### config.mk
export PLATFORM = sky130hd
export DESIGN_NAME = rlbr_front
export DESIGN_NICKNAME = d
export VERILOG_FILES = /design/src/rtl/rlbr_pkg.sv /design/src/rtl/rlbr_front.sv
export SDC_FILE = /design/constraint.sdc
export NUM_CORES = 1
export LEC_CHECK = 0
export BUFFER_PORTS_ARGS = -buffer_cell sky130_fd_sc_hd__buf_2
export CORE_AREA = 2 2 96 98
export DETAILED_ROUTE_END_ITERATION = 8
export DIE_AREA = 0 0 98 100
export GPL_TIMING_DRIVEN = 0
export PLACE_DENSITY_LB_ADDON = 0.08
export SLEW_MARGIN = 10
export SYNTH_ARGS = -nofsm -noshare
export SYNTH_HDL_FRONTEND = slang
export SYNTH_SLANG_ARGS = --single-unit
### constraint.sdc
create_clock -name vclk -period 7.97
set_clock_uncertainty 0.2 [all_clocks]
set_input_delay 0.3985 -clock vclk [all_inputs]
set_output_delay 0.3985 -clock vclk [all_outputs]
set_load 0.01 [all_outputs]
### src/rtl/rlbr_pkg.sv
`timescale 1ns / 1ps
// ----------------------------------------------------------------------------
// rlbr_pkg
// Shared types, constants and the sine table of the radial light blob renderer.
// ----------------------------------------------------------------------------
package rlbr_pkg;

    localparam int MAX_LIGHTS_DEF = 16;
    localparam int MAX_DIM        = 64;
    localparam int FIFO_DEPTH     = 4;
    localparam int CFG_IDX_W      = 3;

    typedef enum logic [CFG_IDX_W-1:0] {
        REG_PANEL_ROWS  = 3'd0,
        REG_PANEL_COLS  = 3'd1,
        REG_LIGHT_COUNT = 3'd2,
        REG_RADIUS      = 3'd3,
        REG_COL_MIN     = 3'd4,
        REG_COL_MAX     = 3'd5,
        REG_ROW_MIN     = 3'd6,
        REG_ROW_MAX     = 3'd7
    } cfg_reg_t;

    typedef enum logic [1:0] {
        OP_LOAD    = 2'd0,
        OP_RENDER  = 2'd1,
        OP_ADVANCE = 2'd2,
        OP_NONE    = 2'd3
    } op_t;

    typedef enum logic [1:0] {
        CMD_LOAD    = 2'd0,
        CMD_RENDER  = 2'd1,
        CMD_ADVANCE = 2'd2
    } cmd_kind_t;

    typedef struct packed {
        logic [1:0]         op;
        logic [3:0]         light_index;
        logic [7:0]         load_red;
        logic [7:0]         load_green;
        logic [7:0]         load_blue;
        logic signed [15:0] load_row_pos;
        logic signed [15:0] load_col_pos;
        logic [8:0]         load_heading;
        logic [6:0]         load_speed;
        logic [5:0]         pixel_row;
        logic [5:0]         pixel_col;
    } in_item_t;

    typedef struct packed {
        logic [11:0] pixel_index;
        logic [7:0]  chan_first;
        logic [7:0]  chan_second;
        logic [7:0]  chan_third;
    } out_item_t;

    typedef struct packed {
        logic [6:0]        panel_rows;
        logic [6:0]        panel_cols;
        logic [4:0]        light_count;
        logic [7:0]        falloff_radius;
        logic signed [7:0] col_min;
        logic signed [7:0] col_max;
        logic signed [7:0] row_min;
        logic signed [7:0] row_max;
    } cfg_t;

    typedef struct packed {
        logic [7:0]         red;
        logic [7:0]         green;
        logic [7:0]         blue;
        logic signed [15:0] row;
        logic signed [15:0] col;
        logic [8:0]         heading;
        logic [6:0]         speed;
    } light_t;

    typedef struct packed {
        cmd_kind_t   kind;
        logic [3:0]  idx;
        light_t      light;
        logic [5:0]  pixel_row;
        logic [5:0]  pixel_col;
        logic [11:0] pixel_index;
    } cmd_t;

    typedef struct packed {
        logic full;
        logic empty;
    } fifo_stat_t;

    typedef struct packed {
        logic       neg;
        logic [6:0] mag;
    } sine_t;

    // round(100 * sin(a)) for a = 0..90 degrees.
    localparam logic [6:0] SIN_Q [0:90] = '{
        7'd0, 7'd2, 7'd3, 7'd5, 7'd7, 7'd9, 7'd10, 7'd12, 7'd14, 7'd16,
        7'd17, 7'd19, 7'd21, 7'd22, 7'd24, 7'd26, 7'd28, 7'd29, 7'd31, 7'd33,
        7'd34, 7'd36, 7'd37, 7'd39, 7'd41, 7'd42, 7'd44, 7'd45, 7'd47, 7'd48,
        7'd50, 7'd52, 7'd53, 7'd54, 7'd56, 7'd57, 7'd59, 7'd60, 7'd62, 7'd63,
        7'd64, 7'd66, 7'd67, 7'd68, 7'd69, 7'd71, 7'd72, 7'd73, 7'd74, 7'd75,
        7'd77, 7'd78, 7'd79, 7'd80, 7'd81, 7'd82, 7'd83, 7'd84, 7'd85, 7'd86,
        7'd87, 7'd87, 7'd88, 7'd89, 7'd90, 7'd91, 7'd91, 7'd92, 7'd93, 7'd93,
        7'd94, 7'd95, 7'd95, 7'd96, 7'd96, 7'd97, 7'd97, 7'd97, 7'd98, 7'd98,
        7'd98, 7'd99, 7'd99, 7'd99, 7'd99, 7'd100, 7'd100, 7'd100, 7'd100,
        7'd100, 7'd100
    };

    // Sign and magnitude of round(100 * sin(h)) for h in 0..359.
    function automatic sine_t sine_of(input logic [8:0] h);
        logic [8:0] a;
        sine_t      s;
        if (h <= 9'd90) begin
            a = h;
            s.neg = 1'b0;
        end else if (h <= 9'd180) begin
            a = 9'd180 - h;
            s.neg = 1'b0;
        end else if (h <= 9'd270) begin
            a = h - 9'd180;
            s.neg = 1'b1;
        end else begin
            a = 9'd360 - h;
            s.neg = 1'b1;
        end
        s.mag = SIN_Q[a[6:0]];
        return s;
    endfunction

endpackage

### src/rtl/rlbr_front.sv
`timescale 1ns / 1ps
// ----------------------------------------------------------------------------
// rlbr_front
// Decodes incoming beats, drops those with no effect and prepares commands.
// ----------------------------------------------------------------------------
module rlbr_front #(
    parameter int MAX_LIGHTS = rlbr_pkg::MAX_LIGHTS_DEF
) (
    input  rlbr_pkg::in_item_t item,
    input  rlbr_pkg::cfg_t     cfg,
    output logic               keep,
    output rlbr_pkg::cmd_t     cmd
);
    logic [6:0]  rows_eff, cols_eff;
    logic        on_panel;
    logic [12:0] index_full;

    always_comb begin
        rows_eff = (32'(cfg.panel_rows) > rlbr_pkg::MAX_DIM) ?
                   7'(rlbr_pkg::MAX_DIM) : cfg.panel_rows;
        cols_eff = (32'(cfg.panel_cols) > rlbr_pkg::MAX_DIM) ?
                   7'(rlbr_pkg::MAX_DIM) : cfg.panel_cols;
        on_panel = (7'(item.pixel_row) < rows_eff) && (7'(item.pixel_col) < cols_eff);
        // Strip runs serpentine-free but mirrored along each row.
        index_full = 13'(item.pixel_row) * 13'(cols_eff) + 13'(cols_eff)
                   - 13'd1 - 13'(item.pixel_col);

        cmd.idx           = item.light_index;
        cmd.light.red     = item.load_red;
        cmd.light.green   = item.load_green;
        cmd.light.blue    = item.load_blue;
        cmd.light.row     = item.load_row_pos;
        cmd.light.col     = item.load_col_pos;
        cmd.light.heading = (item.load_heading >= 9'd360) ?
                            item.load_heading - 9'd360 : item.load_heading;
        cmd.light.speed   = item.load_speed;
        cmd.pixel_row     = item.pixel_row;
        cmd.pixel_col     = item.pixel_col;
        cmd.pixel_index   = index_full[11:0];

        unique case (rlbr_pkg::op_t'(item.op))
            rlbr_pkg::OP_LOAD: begin
                cmd.kind = rlbr_pkg::CMD_LOAD;
                keep     = (32'(item.light_index) < MAX_LIGHTS);
            end
            rlbr_pkg::OP_RENDER: begin
                cmd.kind = rlbr_pkg::CMD_RENDER;
                keep     = on_panel && (cfg.light_count != 5'd0);
            end
            rlbr_pkg::OP_ADVANCE: begin
                cmd.kind = rlbr_pkg::CMD_ADVANCE;
                keep     = 1'b1;
            end
            rlbr_pkg::OP_NONE: begin
                cmd.kind = rlbr_pkg::CMD_ADVANCE;
                keep     = 1'b0;
            end
        endcase
    end

endmodule

==> qor.csv <==
stage,metric,value,unit
route,wl,6420,um
synth,ys_types,37,
place,gp_congestion,0.7846,
sta,drv_slew,0,
synth,synthesis.nets,568,
cells_and_area,final_area,3608,um^2
worst_hold_path,hold_path.class,in -> out,
place,io_buffers,145,
power_and_ir_drop,power.leakage,2.082,nW
route,drtIter0Drc,60,
synth,yosysWarnings,0,
worst_setup_path,arrival,4.86,ns
synth,netlist.area_leader.share,0.2262,
die,die_area,9800,um^2
synth,netlist_area,2744,um^2
sta,finalCritPeriodShare,0.6850,
worst_setup_path,cp_slowest_cell,fa_1,
synth,yosys-top-cells-area,"fa_1 23%, buf_4 22%, ha_1 18%",
worst_setup_path,cp-start-kind,primary input,
route,final_antenna_net_count,0,
clocking,post_cts_buffers,0,
run_status,status,"complete, no violations",
die,io_pins,252,
worst_setup_path,crit_fanout,10,
route,drc,0,
cells_and_area,area_growth,31.51,%
die,initial_utilization,0.3087,
cells_and_area,nNetsFinal,715,
worst_setup_path,worstPathCellList,buf_2 -> buf_2 -> nor2b_1 -> nand2_1 -> fa_1 -> inv_1 -> fa_1 -> fa_1 -> inv_1 -> fa_1 -> inv_1 -> ha_1 -> o21ai_0 -> a21oi_1 -> o41ai_1 -> xnor2_1 -> buf_2,
cells_and_area,seq_cell_count,0,
cells_and_area,n_antenna_cell,0,
cells_and_area,drive_above_1_share,0.4676,
sta,rsz0062_at_grt,no,
die,num_rows,35,
die,fp.dieH,100,um
die,fp.dieW,98,um
place,place_worst_setup_slack,2.490,ns
worst_setup_path,endpoint_kind,output pin,
grt,grt_pass1_vias,2188,
sta,relSlewSlack,0.6266,
place,dpl-instance-area,3608,um^2
clocking,ctsHoldBuffers,0,
cells_and_area,n_fill_cell,929,
grt,grt_max_degree,11,
synth,synth_area_per_cell,7.862,um^2
route,drt_first_pass_iters,4,
synth,synth_top_cell_by_area,fa_1,
route,viasPerCell,4.218,
worst_setup_path,required,7.37,ns
sta,worst_pin_slew,0.5589,ns
synth,yosysMostFrequentCell,buf_4,
worst_setup_path,crit_type,in -> out,
sta,layout_setup_ws,2.511,ns
flow_run,maxCapViolCount,0,
worst_setup_path,max_stage_delay,0.56,ns
synth,syn_inst,349,
worst_setup_path,crit_top_cell,fa_1,
place,hpwl,5691,um
route,vias,2552,
power_and_ir_drop,p_per_area,121.7,nW/um^2
grt,grt-ovfl-total,0,
sta,timing.fmax,0.1832,GHz
cells_and_area,regArea,0,um^2
sta,hold_violations,0,
sta,finalWorstPathRequiredPeriod,5.459,ns
clocking,cts.repair.resized,0,
synth,ys_top_cells_by_count,"82 x buf_4, 65 x inv_1, 39 x ha_1",
sta,fin_setup_tns,0,ns
power_and_ir_drop,vdd_drop_max,0.1244,mV
synth,synth-seq-area-share,0,
cells_and_area,clkbuf_count,0,
grt,grt_pass1_wl,9901,um
route,wl_per_cell,10.61,um
die,core-area,8890,um^2
sta,setup_viol,0,
grt,antenna_found_initial,0,
grt,grt_usage,0.1185,
[per-stage QoR]
step	std cells	hold slack, ns	util	total power [mW]
after floorplan	349	0.6505	-	0.3124
after global placement	605	0.7816	0.4059	0.4475
after detailed placement	605	0.7810	0.4059	0.4479
after CTS	605	0.7810	0.4059	0.4523
after global routing	605	0.7829	0.4059	0.5006
final	605	0.7799	0.4059	0.4392
[routing by layer]
layer | vias to the layer above | GRT usage | part of all wire
met5 | - | 0 | 0
met4 | 0 | 0.007479 | 0.0083
met3 | 4 | 0.008357 | 0.067
met2 | 93 | 0.2165 | 0.52
met1 | 1170 | 0.1611 | 0.41
li1 | 1285 | - | -
[critical path: cells and delay by family]
kind                     cells  cell delay (ns)
AO/OA/AOI/OAI                3             0.64
XOR/XNOR                     1             0.18
adder cells (fa/ha/maj)      5             2.41
buffers and inverters        6             0.62
AND/OR/NAND/NOR              2             0.62
[cell type report]
type	instances	area [um^2]	share of cell area
buffer	88	639.4	0.1772
tap	111	138.9	0.03849
timing repair buffer	145	725.7	0.2011
inverter	65	244.0	0.06761
multi-input combinational	196	1861	0.5156
[where the power goes]
group          total [mW]  switching, mW  internal (mW)
combinational       0.439          0.229          0.210
sequential              0              0              0
clock                   0              0              0
total               0.439          0.229          0.210
[cell usage in the layout, fill, tap and decap left out]
master | netlist | routed
and2_1 | 13 | 13
buf_4 | 82 | 82
a211o_1 | 1 | 1
a21boi_1 | 1 | 1
o221ai_1 | 1 | 1
nor3_1 | 1 | 1
inv_1 | 65 | 65
mux2i_1 | 1 | 1
buf_2 | 1 | 146
nor2_1 | 8 | 8
o311a_1 | 1 | 1
o21ai_1 | 1 | 1
a21oi_1 | 9 | 9
a21o_1 | 3 | 3
fa_1 | 31 | 31
nand4_1 | 1 | 1
nand3b_1 | 1 | 1
nor2b_4 | 1 | 1
nand4b_1 | 2 | 2
or4_1 | 1 | 1
nand3_1 | 3 | 3
o22ai_1 | 1 | 1
ha_1 | 39 | 39
nor2b_1 | 9 | 9
and3b_1 | 1 | 1
xnor2_1 | 14 | 14
nand2_1 | 34 | 34
xor2_1 | 1 | 1
o21ai_0 | 1 | 1
nand2b_1 | 8 | 8
o41ai_1 | 2 | 2
clkbuf_1 | 5 | 5
o2111ai_1 | 1 | 1
o21ai_2 | 2 | 2
nor4_1 | 1 | 1
a31oi_1 | 1 | 1
o22a_1 | 1 | 1
[kinds of logic (layout without fill, tap and decap cells)]
group / count (synthesis) / after routing / share of synthesized area
AO/OA/AOI/OAI: 26 / 26 / 0.06475
XOR/XNOR: 15 / 15 / 0.04788
adder cells (fa/ha/maj): 70 / 70 / 0.4040
buffers and inverters: 153 / 298 / 0.3219
multiplexers: 1 / 1 / 0.003648
AND/OR/NAND/NOR: 84 / 84 / 0.1578
[worst paths after layout]
path	startpoint	end	slack (ns)	cells past startpoint
worst max-delay path	cfg[51]	cmd[10]	2.51	17
worst min-delay path	item[44]	cmd[56]	0.78	2
(Power assumes the default switching activity.)
