**config.mk**
```make
export PLATFORM = sky130hd
export DESIGN_NAME = rlbr_fifo
export DESIGN_NICKNAME = d
export VERILOG_FILES = /design/src/rtl/rlbr_pkg.sv /design/src/rtl/rlbr_fifo.sv
export SDC_FILE = /design/constraint.sdc
export NUM_CORES = 1
export LEC_CHECK = 0
export BUFFER_PORTS_ARGS = -buffer_cell sky130_fd_sc_hd__buf_4
export CAP_MARGIN = 20
export CORE_ASPECT_RATIO = 0.6
export CORE_MARGIN = 4
export CORE_UTILIZATION = 52
export CTS_CLUSTER_SIZE = 12
export DETAILED_ROUTE_END_ITERATION = 16
export HOLD_SLACK_MARGIN = 0.06
export PLACE_DENSITY_LB_ADDON = 0.12
export SLEW_MARGIN = 25
export SYNTH_ARGS = -nofsm -noshare
export SYNTH_HDL_FRONTEND = slang
export SYNTH_SLANG_ARGS = --single-unit
```
**constraint.sdc**
```tcl
create_clock -name aclk -period 4 [get_ports aclk]
set_input_delay 0.6 -clock aclk [delete_from_list [all_inputs] [get_ports aclk]]
set_output_delay 0.6 -clock aclk [all_outputs]
set_load 0.01 [all_outputs]
```
**src/rtl/rlbr_pkg.sv**
```systemverilog
`timescale 1ns / 1ps
// ----------------------------------------------------------------------------
// rlbr_pkg
// Shared types, constants and the sine table of the radial light blob renderer.
// ----------------------------------------------------------------------------
package rlbr_pkg;

    localparam int MAX_LIGHTS_DEF = 16;
    localparam int MAX_DIM        = 64;
    localparam int FIFO_DEPTH     = 4;
    localparam int CFG_IDX_W      = 3;

    typedef enum logic [CFG_IDX_W-1:0] {
        REG_PANEL_ROWS  = 3'd0,
        REG_PANEL_COLS  = 3'd1,
        REG_LIGHT_COUNT = 3'd2,
        REG_RADIUS      = 3'd3,
        REG_COL_MIN     = 3'd4,
        REG_COL_MAX     = 3'd5,
        REG_ROW_MIN     = 3'd6,
        REG_ROW_MAX     = 3'd7
    } cfg_reg_t;

    typedef enum logic [1:0] {
        OP_LOAD    = 2'd0,
        OP_RENDER  = 2'd1,
        OP_ADVANCE = 2'd2,
        OP_NONE    = 2'd3
    } op_t;

    typedef enum logic [1:0] {
        CMD_LOAD    = 2'd0,
        CMD_RENDER  = 2'd1,
        CMD_ADVANCE = 2'd2
    } cmd_kind_t;

    typedef struct packed {
        logic [1:0]         op;
        logic [3:0]         light_index;
        logic [7:0]         load_red;
        logic [7:0]         load_green;
        logic [7:0]         load_blue;
        logic signed [15:0] load_row_pos;
        logic signed [15:0] load_col_pos;
        logic [8:0]         load_heading;
        logic [6:0]         load_speed;
        logic [5:0]         pixel_row;
        logic [5:0]         pixel_col;
    } in_item_t;

    typedef struct packed {
        logic [11:0] pixel_index;
        logic [7:0]  chan_first;
        logic [7:0]  chan_second;
        logic [7:0]  chan_third;
    } out_item_t;

    typedef struct packed {
        logic [6:0]        panel_rows;
        logic [6:0]        panel_cols;
        logic [4:0]        light_count;
        logic [7:0]        falloff_radius;
        logic signed [7:0] col_min;
        logic signed [7:0] col_max;
        logic signed [7:0] row_min;
        logic signed [7:0] row_max;
    } cfg_t;

    typedef struct packed {
        logic [7:0]         red;
        logic [7:0]         green;
        logic [7:0]         blue;
        logic signed [15:0] row;
        logic signed [15:0] col;
        logic [8:0]         heading;
        logic [6:0]         speed;
    } light_t;

    typedef struct packed {
        cmd_kind_t   kind;
        logic [3:0]  idx;
        light_t      light;
        logic [5:0]  pixel_row;
        logic [5:0]  pixel_col;
        logic [11:0] pixel_index;
    } cmd_t;

    typedef struct packed {
        logic full;
        logic empty;
    } fifo_stat_t;

    typedef struct packed {
        logic       neg;
        logic [6:0] mag;
    } sine_t;

    // round(100 * sin(a)) for a = 0..90 degrees.
    localparam logic [6:0] SIN_Q [0:90] = '{
        7'd0, 7'd2, 7'd3, 7'd5, 7'd7, 7'd9, 7'd10, 7'd12, 7'd14, 7'd16,
        7'd17, 7'd19, 7'd21, 7'd22, 7'd24, 7'd26, 7'd28, 7'd29, 7'd31, 7'd33,
        7'd34, 7'd36, 7'd37, 7'd39, 7'd41, 7'd42, 7'd44, 7'd45, 7'd47, 7'd48,
        7'd50, 7'd52, 7'd53, 7'd54, 7'd56, 7'd57, 7'd59, 7'd60, 7'd62, 7'd63,
        7'd64, 7'd66, 7'd67, 7'd68, 7'd69, 7'd71, 7'd72, 7'd73, 7'd74, 7'd75,
        7'd77, 7'd78, 7'd79, 7'd80, 7'd81, 7'd82, 7'd83, 7'd84, 7'd85, 7'd86,
        7'd87, 7'd87, 7'd88, 7'd89, 7'd90, 7'd91, 7'd91, 7'd92, 7'd93, 7'd93,
        7'd94, 7'd95, 7'd95, 7'd96, 7'd96, 7'd97, 7'd97, 7'd97, 7'd98, 7'd98,
        7'd98, 7'd99, 7'd99, 7'd99, 7'd99, 7'd100, 7'd100, 7'd100, 7'd100,
        7'd100, 7'd100
    };

    // Sign and magnitude of round(100 * sin(h)) for h in 0..359.
    function automatic sine_t sine_of(input logic [8:0] h);
        logic [8:0] a;
        sine_t      s;
        if (h <= 9'd90) begin
            a = h;
            s.neg = 1'b0;
        end else if (h <= 9'd180) begin
            a = 9'd180 - h;
            s.neg = 1'b0;
        end else if (h <= 9'd270) begin
            a = h - 9'd180;
            s.neg = 1'b1;
        end else begin
            a = 9'd360 - h;
            s.neg = 1'b1;
        end
        s.mag = SIN_Q[a[6:0]];
        return s;
    endfunction

endpackage

```
**src/rtl/rlbr_fifo.sv**
```systemverilog
`timescale 1ns / 1ps
// ----------------------------------------------------------------------------
// rlbr_fifo
// Short command queue between the classifying front end and the back end.
// ----------------------------------------------------------------------------
module rlbr_fifo (
    input  logic                   aclk,
    input  logic                   aresetn,
    input  logic                   push,
    input  rlbr_pkg::cmd_t         push_data,
    input  logic                   pop,
    output rlbr_pkg::cmd_t         head,
    output rlbr_pkg::fifo_stat_t   stat
);
    localparam int PTR_W = $clog2(rlbr_pkg::FIFO_DEPTH);

    rlbr_pkg::cmd_t   slot_reg [rlbr_pkg::FIFO_DEPTH];
    logic [PTR_W-1:0] wr_ptr_reg, rd_ptr_reg;
    logic [PTR_W:0]   count_reg;

    always_ff @(posedge aclk) begin
        if (push) begin
            slot_reg[wr_ptr_reg] <= push_data;
        end
    end

    always_ff @(posedge aclk) begin
        if (!aresetn) begin
            wr_ptr_reg <= '0;
            rd_ptr_reg <= '0;
            count_reg  <= '0;
        end else begin
            if (push) begin
                wr_ptr_reg <= wr_ptr_reg + 1'b1;
            end
            if (pop) begin
                rd_ptr_reg <= rd_ptr_reg + 1'b1;
            end
            if (push && !pop) begin
                count_reg <= count_reg + 1'b1;
            end else if (pop && !push) begin
                count_reg <= count_reg - 1'b1;
            end
        end
    end

    assign head       = slot_reg[rd_ptr_reg];
    assign stat.full  = (count_reg == (PTR_W+1)'(rlbr_pkg::FIFO_DEPTH));
    assign stat.empty = (count_reg == '0);

endmodule

```
==> qor.yml, run 1 <==
tightest_slew_ps: 923
place.port_buffers: 209
period_share_pct: 78.2
clk_latency_ps: 520
worst_ep_arrival_time_ps: 2530
r2r_cells: 4
min_period_ps: 3130
max_stage_delay_ps: 740
synth_area_per_cell_um2: 26.4
grt_pass1_wl_um: 44900
syn_to_final_growth_pct: 20.7
finClkSkew_ps: 7.47
status: "complete, no violations"
first_pass_iters: 5
cts.repair.resized: 0
antenna_found_initial: 1
synth_compound_area_share_pct: 0.0825
cp_cell_sequence: "buf_12, mux4_2, buf_4"
yosysTopAreaCellShare_pct: 80.8
wl_met2_um: 14400
syn_nets: 687
die-area_um2: 32000
grt_use_total_pct: 18.6
detail-route-antenna-nets: 0
fmax_mhz: 320
grt_max_degree: 57
dp.cells: 1147
worstHoldPathType: "in2reg"
synth_xor_area_share_pct: 0.289
layout.cells.non_filler: 1201
hold_viol_final: 0
viasPerCell: 5.64
drive_above_1_share_pct: 44.8
clk_pin_slew_ps: 60
ys_seq_area_share_pct: 82.0
cts_tree: "yes"
ctsRootBufferMaster: "clkbuf_16"
synthTopCellsByArea: "edfxtp_1, mux4_2, dfxtp_1"
crit_buf_inv: 2
routabilityCongestion: 0.738
irDropWorstVdd_mv: 0.333
final.setup.tns_ps: 0
setup_viol: 0
clock_sinks: 417
startpoint_type: "flip-flop"
r2r_slack_ps: 1880
largest_reg_flops: 408
reg2reg_from: "wr_ptr_reg[0]$_SDFFE_PN0P_"
ys_ff_latch: 417
netlist_area_um2: 15200
grt_overflow_total: 0
cts_setup_buffers: 0
synthMuxAreaShare_pct: 15.3
cp-end-kind: "output pin"
htreeDepth: 2
routed_wl_um: 29000
hold_buffers: 0
cp_max_fo: 46
drv_slew: 0
synthAdderAreaFrac_pct: 0.545
nets: 927
rsz0062_at_grt: "no"
coreArea_um2: 28700
top_layer_used: "met5"
worstPathRequired_ps: 3400
rows: 48
netlist_instances: 575
num_vias: 6772
drc: 0
worstSetupPathDepth: 3
clock_path_buffers: 3
routed-wl-met3_um: 2050
pin_count: 210
dp_hpwl_um: 17800
synth_top_family_by_area: "multiplexers"
numCtsBuffers: 41
p_per_area_nw_per_um2: 517
diodes: 0
leakage_uw: 0.00613
relSlewSlack_pct: 38.5
synth.distinct_cells: 20
met1_length_um: 12100
avgRoutedWirePerCell_um: 24.2
start_util_pct: 52.8
synth_area_leader_cell: "edfxtp_1"
die_y_um: 140
worstSetupPathType: "reg2out"
crit_family: "flip-flops"
drv_cap: 0
slowest_stage: "dfxtp_4"
die_w_um: 228
drt_iter0_markers: 432
setup.worst_path.end: "head[79]"
yosys.area_share.simple_pct: 0.603
ys_warn_count: 0
grt_pass1_vias: 7425
r2r-end: "slot_reg[2][10]$_DFFE_PP_"
## power breakdown
group | internal, uW | switching (uW)
combinational | 530 | 476
clock | 1910 | 1430
sequential | 5020 | 87.8
total | 7460 | 1990
## logic make-up (layout without fill, tap and decap cells)
family,Yosys count,in the layout
muxes,104,104
adders and majority gates,6,6
xor gates and xnor gates,5,5
AOI/OAI and AO/OA,2,2
DFF,417,417
buffers and inverters,26,277
and+or+nand+nor,15,15
## metal layers
| metal | vias up | GRT usage, % |
|---|---|---|
| met5 | - | 0 |
| met4 | 2 | 4.31 |
| met3 | 40 | 5.41 |
| met2 | 201 | 30.5 |
| met1 | 3589 | 25.2 |
| li1 | 2940 | - |
## how the worst min path moves through the flow
stage	startpoint	endpoint	slack [ps]	cells after the start
2_1_floorplan	count_reg[2]$_SDFFE_PN0P_	count_reg[2]$_SDFFE_PN0P_	470	2
3_3_place_gp	count_reg[2]$_SDFFE_PN0P_	count_reg[2]$_SDFFE_PN0P_	480	2
5_1_grt	push_data[78]	slot_reg[1][78]$_DFFE_PP_	250	1
6_report	push_data[100]	slot_reg[3][100]$_DFFE_PP_	270	1
4_1_cts	push_data[100]	slot_reg[3][100]$_DFFE_PP_	240	1
3_5_place_dp	count_reg[2]$_SDFFE_PN0P_	count_reg[2]$_SDFFE_PN0P_	550	2
## stage by stage
stage	util, %	power, uW	worst slack, ps	hold WS (ps)	cell area, um^2
2_1_floorplan	-	5720	574	472	15200
3_3_place_gp	59.9	6200	1370	483	17200
3_5_place_dp	59.9	6230	1370	551	17200
4_1_cts	63.7	9560	803	245	18300
5_1_grt	63.7	9850	672	250	18300
6_report	63.7	9460	872	274	18300
## cell usage after synthesis
cell,n
mux4_2,102
nor2b_1,2
buf_2,10
clkbuf_1,3
o21ai_0,1
edfxtp_1,408
ha_1,5
inv_1,4
mux2i_1,2
xor2_1,3
buf_6,9
xnor2_1,2
fa_1,1
nor3_1,1
and2_1,9
nor3b_1,1
or3_1,1
nand2_1,1
a21boi_0,1
dfxtp_1,9
## area by class of cell
| class | count | area, um^2 |
|---|---|---|
| flip-flops and latches | 417 | 12400 |
| multi-input cells | 132 | 2560 |
| inverters | 4 | 15.0 |
| well taps | 375 | 469 |
| clock buffers | 52 | 1070 |
| fillers | 1936 | 10400 |
| repair buffers | 219 | 1710 |
| clock inverters | 2 | 38.8 |
## layout by cell type (no fill, tap or decap)
cell type  instances
and2_4             4
dfxtp_4            2
bufinv_16          1
edfxtp_1         408
mux4_2           102
xor2_1             3
dfxtp_1            7
clkinv_4           1
nor3b_1            1
fa_1               1
buf_12             5
or3_1              1
ha_1               5
xnor2_1            2
clkbuf_16         41
nor3_1             1
clkbuf_1          11
o21ai_0            1
a21boi_0           1
and2_1             5
inv_1              4
nand2_1            1
nor2b_1            2
mux2i_1            2
buf_4            214
Note: power is estimated with default switching activity, not from simulation.
==> run 2, diff against run 1 <==
--- a/config.mk
+++ b/config.mk
@@ -5,6 +5,7 @@
 export SDC_FILE = /design/constraint.sdc
 export NUM_CORES = 1
 export LEC_CHECK = 0
+export ABC_AREA = 1
 export BUFFER_PORTS_ARGS = -buffer_cell sky130_fd_sc_hd__buf_4
 export CAP_MARGIN = 20
 export CORE_ASPECT_RATIO = 0.6
==> constraint.sdc (replaced) <==
create_clock -name aclk -period 3.19 [get_ports aclk]
set_input_delay 0.4785 -clock aclk [delete_from_list [all_inputs] [get_ports aclk]]
set_output_delay 0.4785 -clock aclk [all_outputs]
set_load 0.01 [all_outputs]
==> qor.yml, run 2 <==
leakage_uw: 0.00647
dp_hpwl_um: 19300
routabilityCongestion: 0.730
hold_buffers: 0
drv_slew: 0
final_common_cell: "edfxtp_1"
seqPwrFrac_pct: 54.2
synth_commonest_cells: "edfxtp_1, nor2_1, o21ai_0"
crit_family: "buffers and inverters"
drc: 0
ys_warn_count: 0
startpoint_type: "flip-flop"
pin_count: 210
htreeDepth: 2
grt_overflow_total: 0
worst_ep_arrival_time_ps: 2420
grt_max_degree: 103
worstHoldPathType: "in2reg"
synth.distinct_cells: 19
r2r_slack_ps: 1270
setup_viol: 0
timing.critical_path.mode_cell: "buf_4"
ys_ff_latch: 417
max_stage_delay_ps: 690
grt_pass1_wl_um: 50700
cts_tree: "yes"
rsz0062_at_grt: "no"
avgRoutedWirePerCell_um: 20.0
clock_path_buffers: 3
ctsRootBufferMaster: "clkbuf_16"
crit_buf_inv: 2
synth_area_leader_cell: "edfxtp_1"
detail-route-antenna-nets: 0
cts_setup_buffers: 0
netlist_instances: 1044
syn_nets: 1156
first_pass_iters: 5
nets: 1362
worstSetupPathType: "reg2out"
min_period_ps: 2900
drt_iter0_markers: 754
finClkSkew_ps: 17.7
grt_use_total_pct: 19.9
drive_above_1_share_pct: 22.4
largest_reg_flops: 408
synthTopCellsByArea: "edfxtp_1, nor2_1, o21ai_0"
clk_latency_ps: 530
numCtsBuffers: 40
clkPwrFrac_pct: 35.4
final.setup.tns_ps: 0
yosysTopAreaCellShare_pct: 79.0
intPower_uw: 9090
slowest_stage: "dfxtp_4"
grt_pass1_vias: 8802
syn_to_final_growth_pct: 19.8
num_vias: 9181
period_share_pct: 91.0
place.port_buffers: 209
worstPathRequired_ps: 2710
routed_wl_um: 33200
fmax_mhz: 345
relSlewSlack_pct: 54.0
p_per_area_nw_per_um2: 629
die-area_um2: 32700
clk_pin_slew_ps: 60
final_cell_mix: "edfxtp_1, buf_4, nor2_1, o21ai_0, o22ai_1"
cp_max_fo: 47
hold_viol_final: 0
ys.flop_type: "edfxtp_1"
switching_share_pct: 22.2
die_y_um: 142
status: "complete, no violations"
synthArstFlopShare_pct: 0
clock_sinks: 417
irDropWorstVdd_mv: 0.461
multi_input_area_um2: 2630
yosysMostFrequentCell: "edfxtp_1"
fillers: 2155
seq_area_um2: 12400
combPwrFrac_pct: 10.4
die_w_um: 231
cp-end-kind: "output pin"
whs_ps: 149
viasPerCell: 5.52
tightest_slew_ps: 690
coreArea_um2: 29100
netSwitchingPower_uw: 2600
drv_cap: 0
synth_area_per_cell_um2: 14.9
cp_cell_sequence: "buf_4, o21ai_0, o22ai_1, buf_4"
antenna_found_initial: 3
rows: 48
synth_edf_count: 408
netlist_area_um2: 15500
start_util_pct: 53.4
ys_seq_area_share_pct: 80.2
cts.repair.resized: 0
-- run 2: cell types whose count changed in the layout (fill, tap and decap cells not counted), moves of 5 or more --
cell and change:
buf_4 +7, o22ai_1 +102, mux4_2 -102, nand2_1 +8, inv_1 +7, nor2_1 +209, o21ai_1 +60, and2_1 -5
o21ai_0 +149
-- run 2: final timing paths --
check | start | end | depth (start not counted)
setup / recovery | flip-flop | head[16] | 4
setup reg to reg | wr_ptr_reg[0]$_SDFFE_PN0P_ | slot_reg[0][94]$_DFFE_PP_ | 5
hold / removal | push_data[19] | slot_reg[0][19]$_DFFE_PP_ | 1
hold reg to reg | rd_ptr_reg[1]$_SDFFE_PN0P_ | flip-flop | 1
-- run 2: worst register-to-register path: stages, from the launching register on --
cell	delay [ps]
dfxtp_1	330
inv_1	120
ha_1	150
nand2_1	80
inv_4	430
buf_4	470
-- run 2: kinds of logic after synthesis --
kind of cell,share of synthesized area (%)
DFF,80.2
AOI/OAI and AO/OA,11.0
and+or+nand+nor,5.41
buffers and inverters,2.88
adders and majority gates,0.532
-- run 2: cell type report --
cell class	instances	share of cell area (%)
Clock inverter	2	0.0943
Antenna cell	2	0.0269
Timing Repair Buffer	230	9.90
Multi-Input combinational cell	544	14.2
Inverter	17	0.424
Tap cell	400	2.69
Sequential cell	417	66.9
Clock buffer	50	5.76
-- run 2: power groups by stage --
stage               clock network, uW  registers, uW  logic (uW)
floorplan                           0           6440         605
global placement                    0           6440        1230
detailed placement                  0           6440        1240
CTS                              4230           6330        1240
global route                     4460           6340        1340
finish                           4140           6330        1220
-- run 2: layer usage --
layer / GRT usage [%] / share of wire, %
met5: 0 / 0.051
met4: 5.09 / 1.7
met3: 4.94 / 7.2
met2: 30.2 / 45
met1: 29.2 / 46
-- run 2: stage by stage --
step	std cells	util [%]	setup slack [ps]	power, uW	instance area, um^2
final	1662	63.9	287	11700	18600
after global routing	1662	63.9	73.7	12100	18600
after CTS	1660	63.9	240	11800	18600
after detailed placement	1608	60.2	818	7680	17500
after global placement	1608	60.2	813	7670	17500
after floorplan	1044	-	177	7040	15500
==> run 3, diff against run 2 <==
--- a/config.mk
+++ b/config.mk
@@ -6,8 +6,8 @@
 export NUM_CORES = 1
 export LEC_CHECK = 0
 export ABC_AREA = 1
-export BUFFER_PORTS_ARGS = -buffer_cell sky130_fd_sc_hd__buf_4
-export CAP_MARGIN = 20
+export BUFFER_PORTS_ARGS = -buffer_cell sky130_fd_sc_hd__clkbuf_2
+export CAP_MARGIN = 30
 export CORE_ASPECT_RATIO = 0.6
 export CORE_MARGIN = 4
 export CORE_UTILIZATION = 52
==> qor.yml, run 3 (synthesis gave the netlist of run 2 again) <==
coreArea_um2: 29100
crit_family: "buffers and inverters"
netSwitchingPower_uw: 2630
die_y_um: 142
hold_end: "slot_reg[1][33]$_DFFE_PP_"
grt_use_total_pct: 20.3
whs_ps: 169
drv_slew: 0
irDropWorstVdd_mv: 0.453
combPwrFrac_pct: 9.1
finClkSkew_ps: 10.3
clkPwrFrac_pct: 37.1
switching_share_pct: 22.3
routabilityCongestion: 0.772
worst_ep_arrival_time_ps: 2350
min_from: "push_data[33]"
die_w_um: 231
cp_max_fo: 54
fmax_mhz: 354
syn_to_final_growth_pct: 17.1
startpoint_type: "flip-flop"
viasPerCell: 5.46
first_pass_iters: 5
holdPathStages: 1
drive_above_1_share_pct: 22.5
start_util_pct: 53.4
grt_overflow_total: 0
drc: 0
period_share_pct: 88.7
clk_pin_slew_ps: 60
die-area_um2: 32700
pin_count: 210
p_per_area_nw_per_um2: 649
cp-end-kind: "output pin"
grt_pass1_wl_um: 52000
rows: 48
hold_viol_final: 0
fillers: 2210
place.port_buffers: 209
avgRoutedWirePerCell_um: 20.0
cts_setup_buffers: 0
ctsRootBufferMaster: "clkbuf_16"
relSlewSlack_pct: 52.4
clock_path_buffers: 3
cts_tree: "yes"
worstHoldPathType: "in2reg"
crit_buf_inv: 2
clk_latency_ps: 520
leakage_uw: 0.00638
r2r_cells: 4
rsz0062_at_grt: "no"
min_period_ps: 2830
nets: 1361
status: "complete, no violations"
final_common_cell: "edfxtp_1"
r2r-end: "slot_reg[3][58]$_DFFE_PP_"
final.setup.tns_ps: 0
detail-route-antenna-nets: 0
r2r_slack_ps: 1320
intPower_uw: 9160
worstSetupPathType: "reg2out"
placed_area_um2: 17000
antenna_found_initial: 3
reg2reg_from: "wr_ptr_reg[0]$_SDFFE_PN0P_"
grt_max_degree: 121
cts.repair.resized: 0
drt_iter0_markers: 770
setup_viol: 0
max_stage_delay_ps: 600
cp_cell_sequence: "buf_4, o21ai_0, o22ai_1, clkbuf_2"
largest_reg_flops: 408
drv_cap: 0
dp_hpwl_um: 19500
grt_pass1_vias: 8964
tightest_slew_ps: 714
clock_sinks: 417
routed_wl_um: 33200
worstPathRequired_ps: 2710
final_cell_mix: "edfxtp_1, nor2_1, clkbuf_2, o21ai_0, o22ai_1"
hold_buffers: 0
htreeDepth: 2
seqPwrFrac_pct: 53.7
design_area_um2: 18200
numCtsBuffers: 41
num_vias: 9085
slowest_stage: "dfxtp_4"
==> run 3: cell count changes in the layout (fill, tap and decap cells not counted), sizes merged <==
cell / previous run / this run
buf: 230 / 19
clkbuf: 50 / 261
clkinv: 0 / 2
bufinv: 0 / 1
diode: 2 / 1
inv: 19 / 18
==> run 3: worst max path at each step <==
stage / cells after the start / start / end
global route: 4 / flip-flop / head[8]
floorplan: 4 / wr_ptr_reg[0]$_SDFFE_PN0P_ / slot_reg[2][0]$_DFFE_PP_
CTS: 4 / flip-flop / head[3]
finish: 4 / flip-flop / head[3]
global placement: 4 / flip-flop / head[84]
detailed placement: 4 / flip-flop / head[3]
==> run 3: metrics by stage <==
| stage | cells | util, % | power (uW) | setup slack [ps] |
|---|---|---|---|---|
| after global placement | 1606 | 58.4 | 7530 | 930 |
| after detailed placement | 1606 | 58.4 | 7550 | 918 |
| final | 1663 | 62.5 | 11800 | 361 |
| after global routing | 1662 | 62.5 | 12300 | 158 |
| after CTS | 1662 | 62.5 | 11900 | 336 |
| after floorplan | 1044 | - | 7040 | 177 |
==> run 3: area by class of cell <==
cell class / instances / area, um^2 / area share, %
repair buffers: 228 / 1330 / 7.30
diodes: 1 / 2.50 / 0.0138
flip-flops and latches: 417 / 12400 / 68.5
inverters: 17 / 78.8 / 0.434
well taps: 400 / 500 / 2.76
multi-input cells: 544 / 2630 / 14.5
clock buffers: 52 / 1130 / 6.22
clock inverters: 4 / 47.5 / 0.262
==> run 3: power by group through the flow <==
stage | clock (uW) | sequential [uW] | combinational, uW
3_5_place_dp | 0 | 6450 | 1090
2_1_floorplan | 0 | 6440 | 605
3_3_place_gp | 0 | 6450 | 1090
4_1_cts | 4480 | 6340 | 1100
6_report | 4380 | 6340 | 1070
5_1_grt | 4710 | 6350 | 1200
==> run 3: routing by layer <==
| metal | share of wire, % | track usage, % |
|---|---|---|
| met5 | 0.12 | 0 |
| met4 | 1.3 | 4.11 |
| met3 | 7.1 | 4.96 |
| met2 | 47 | 32.0 |
| met1 | 45 | 29.4 |
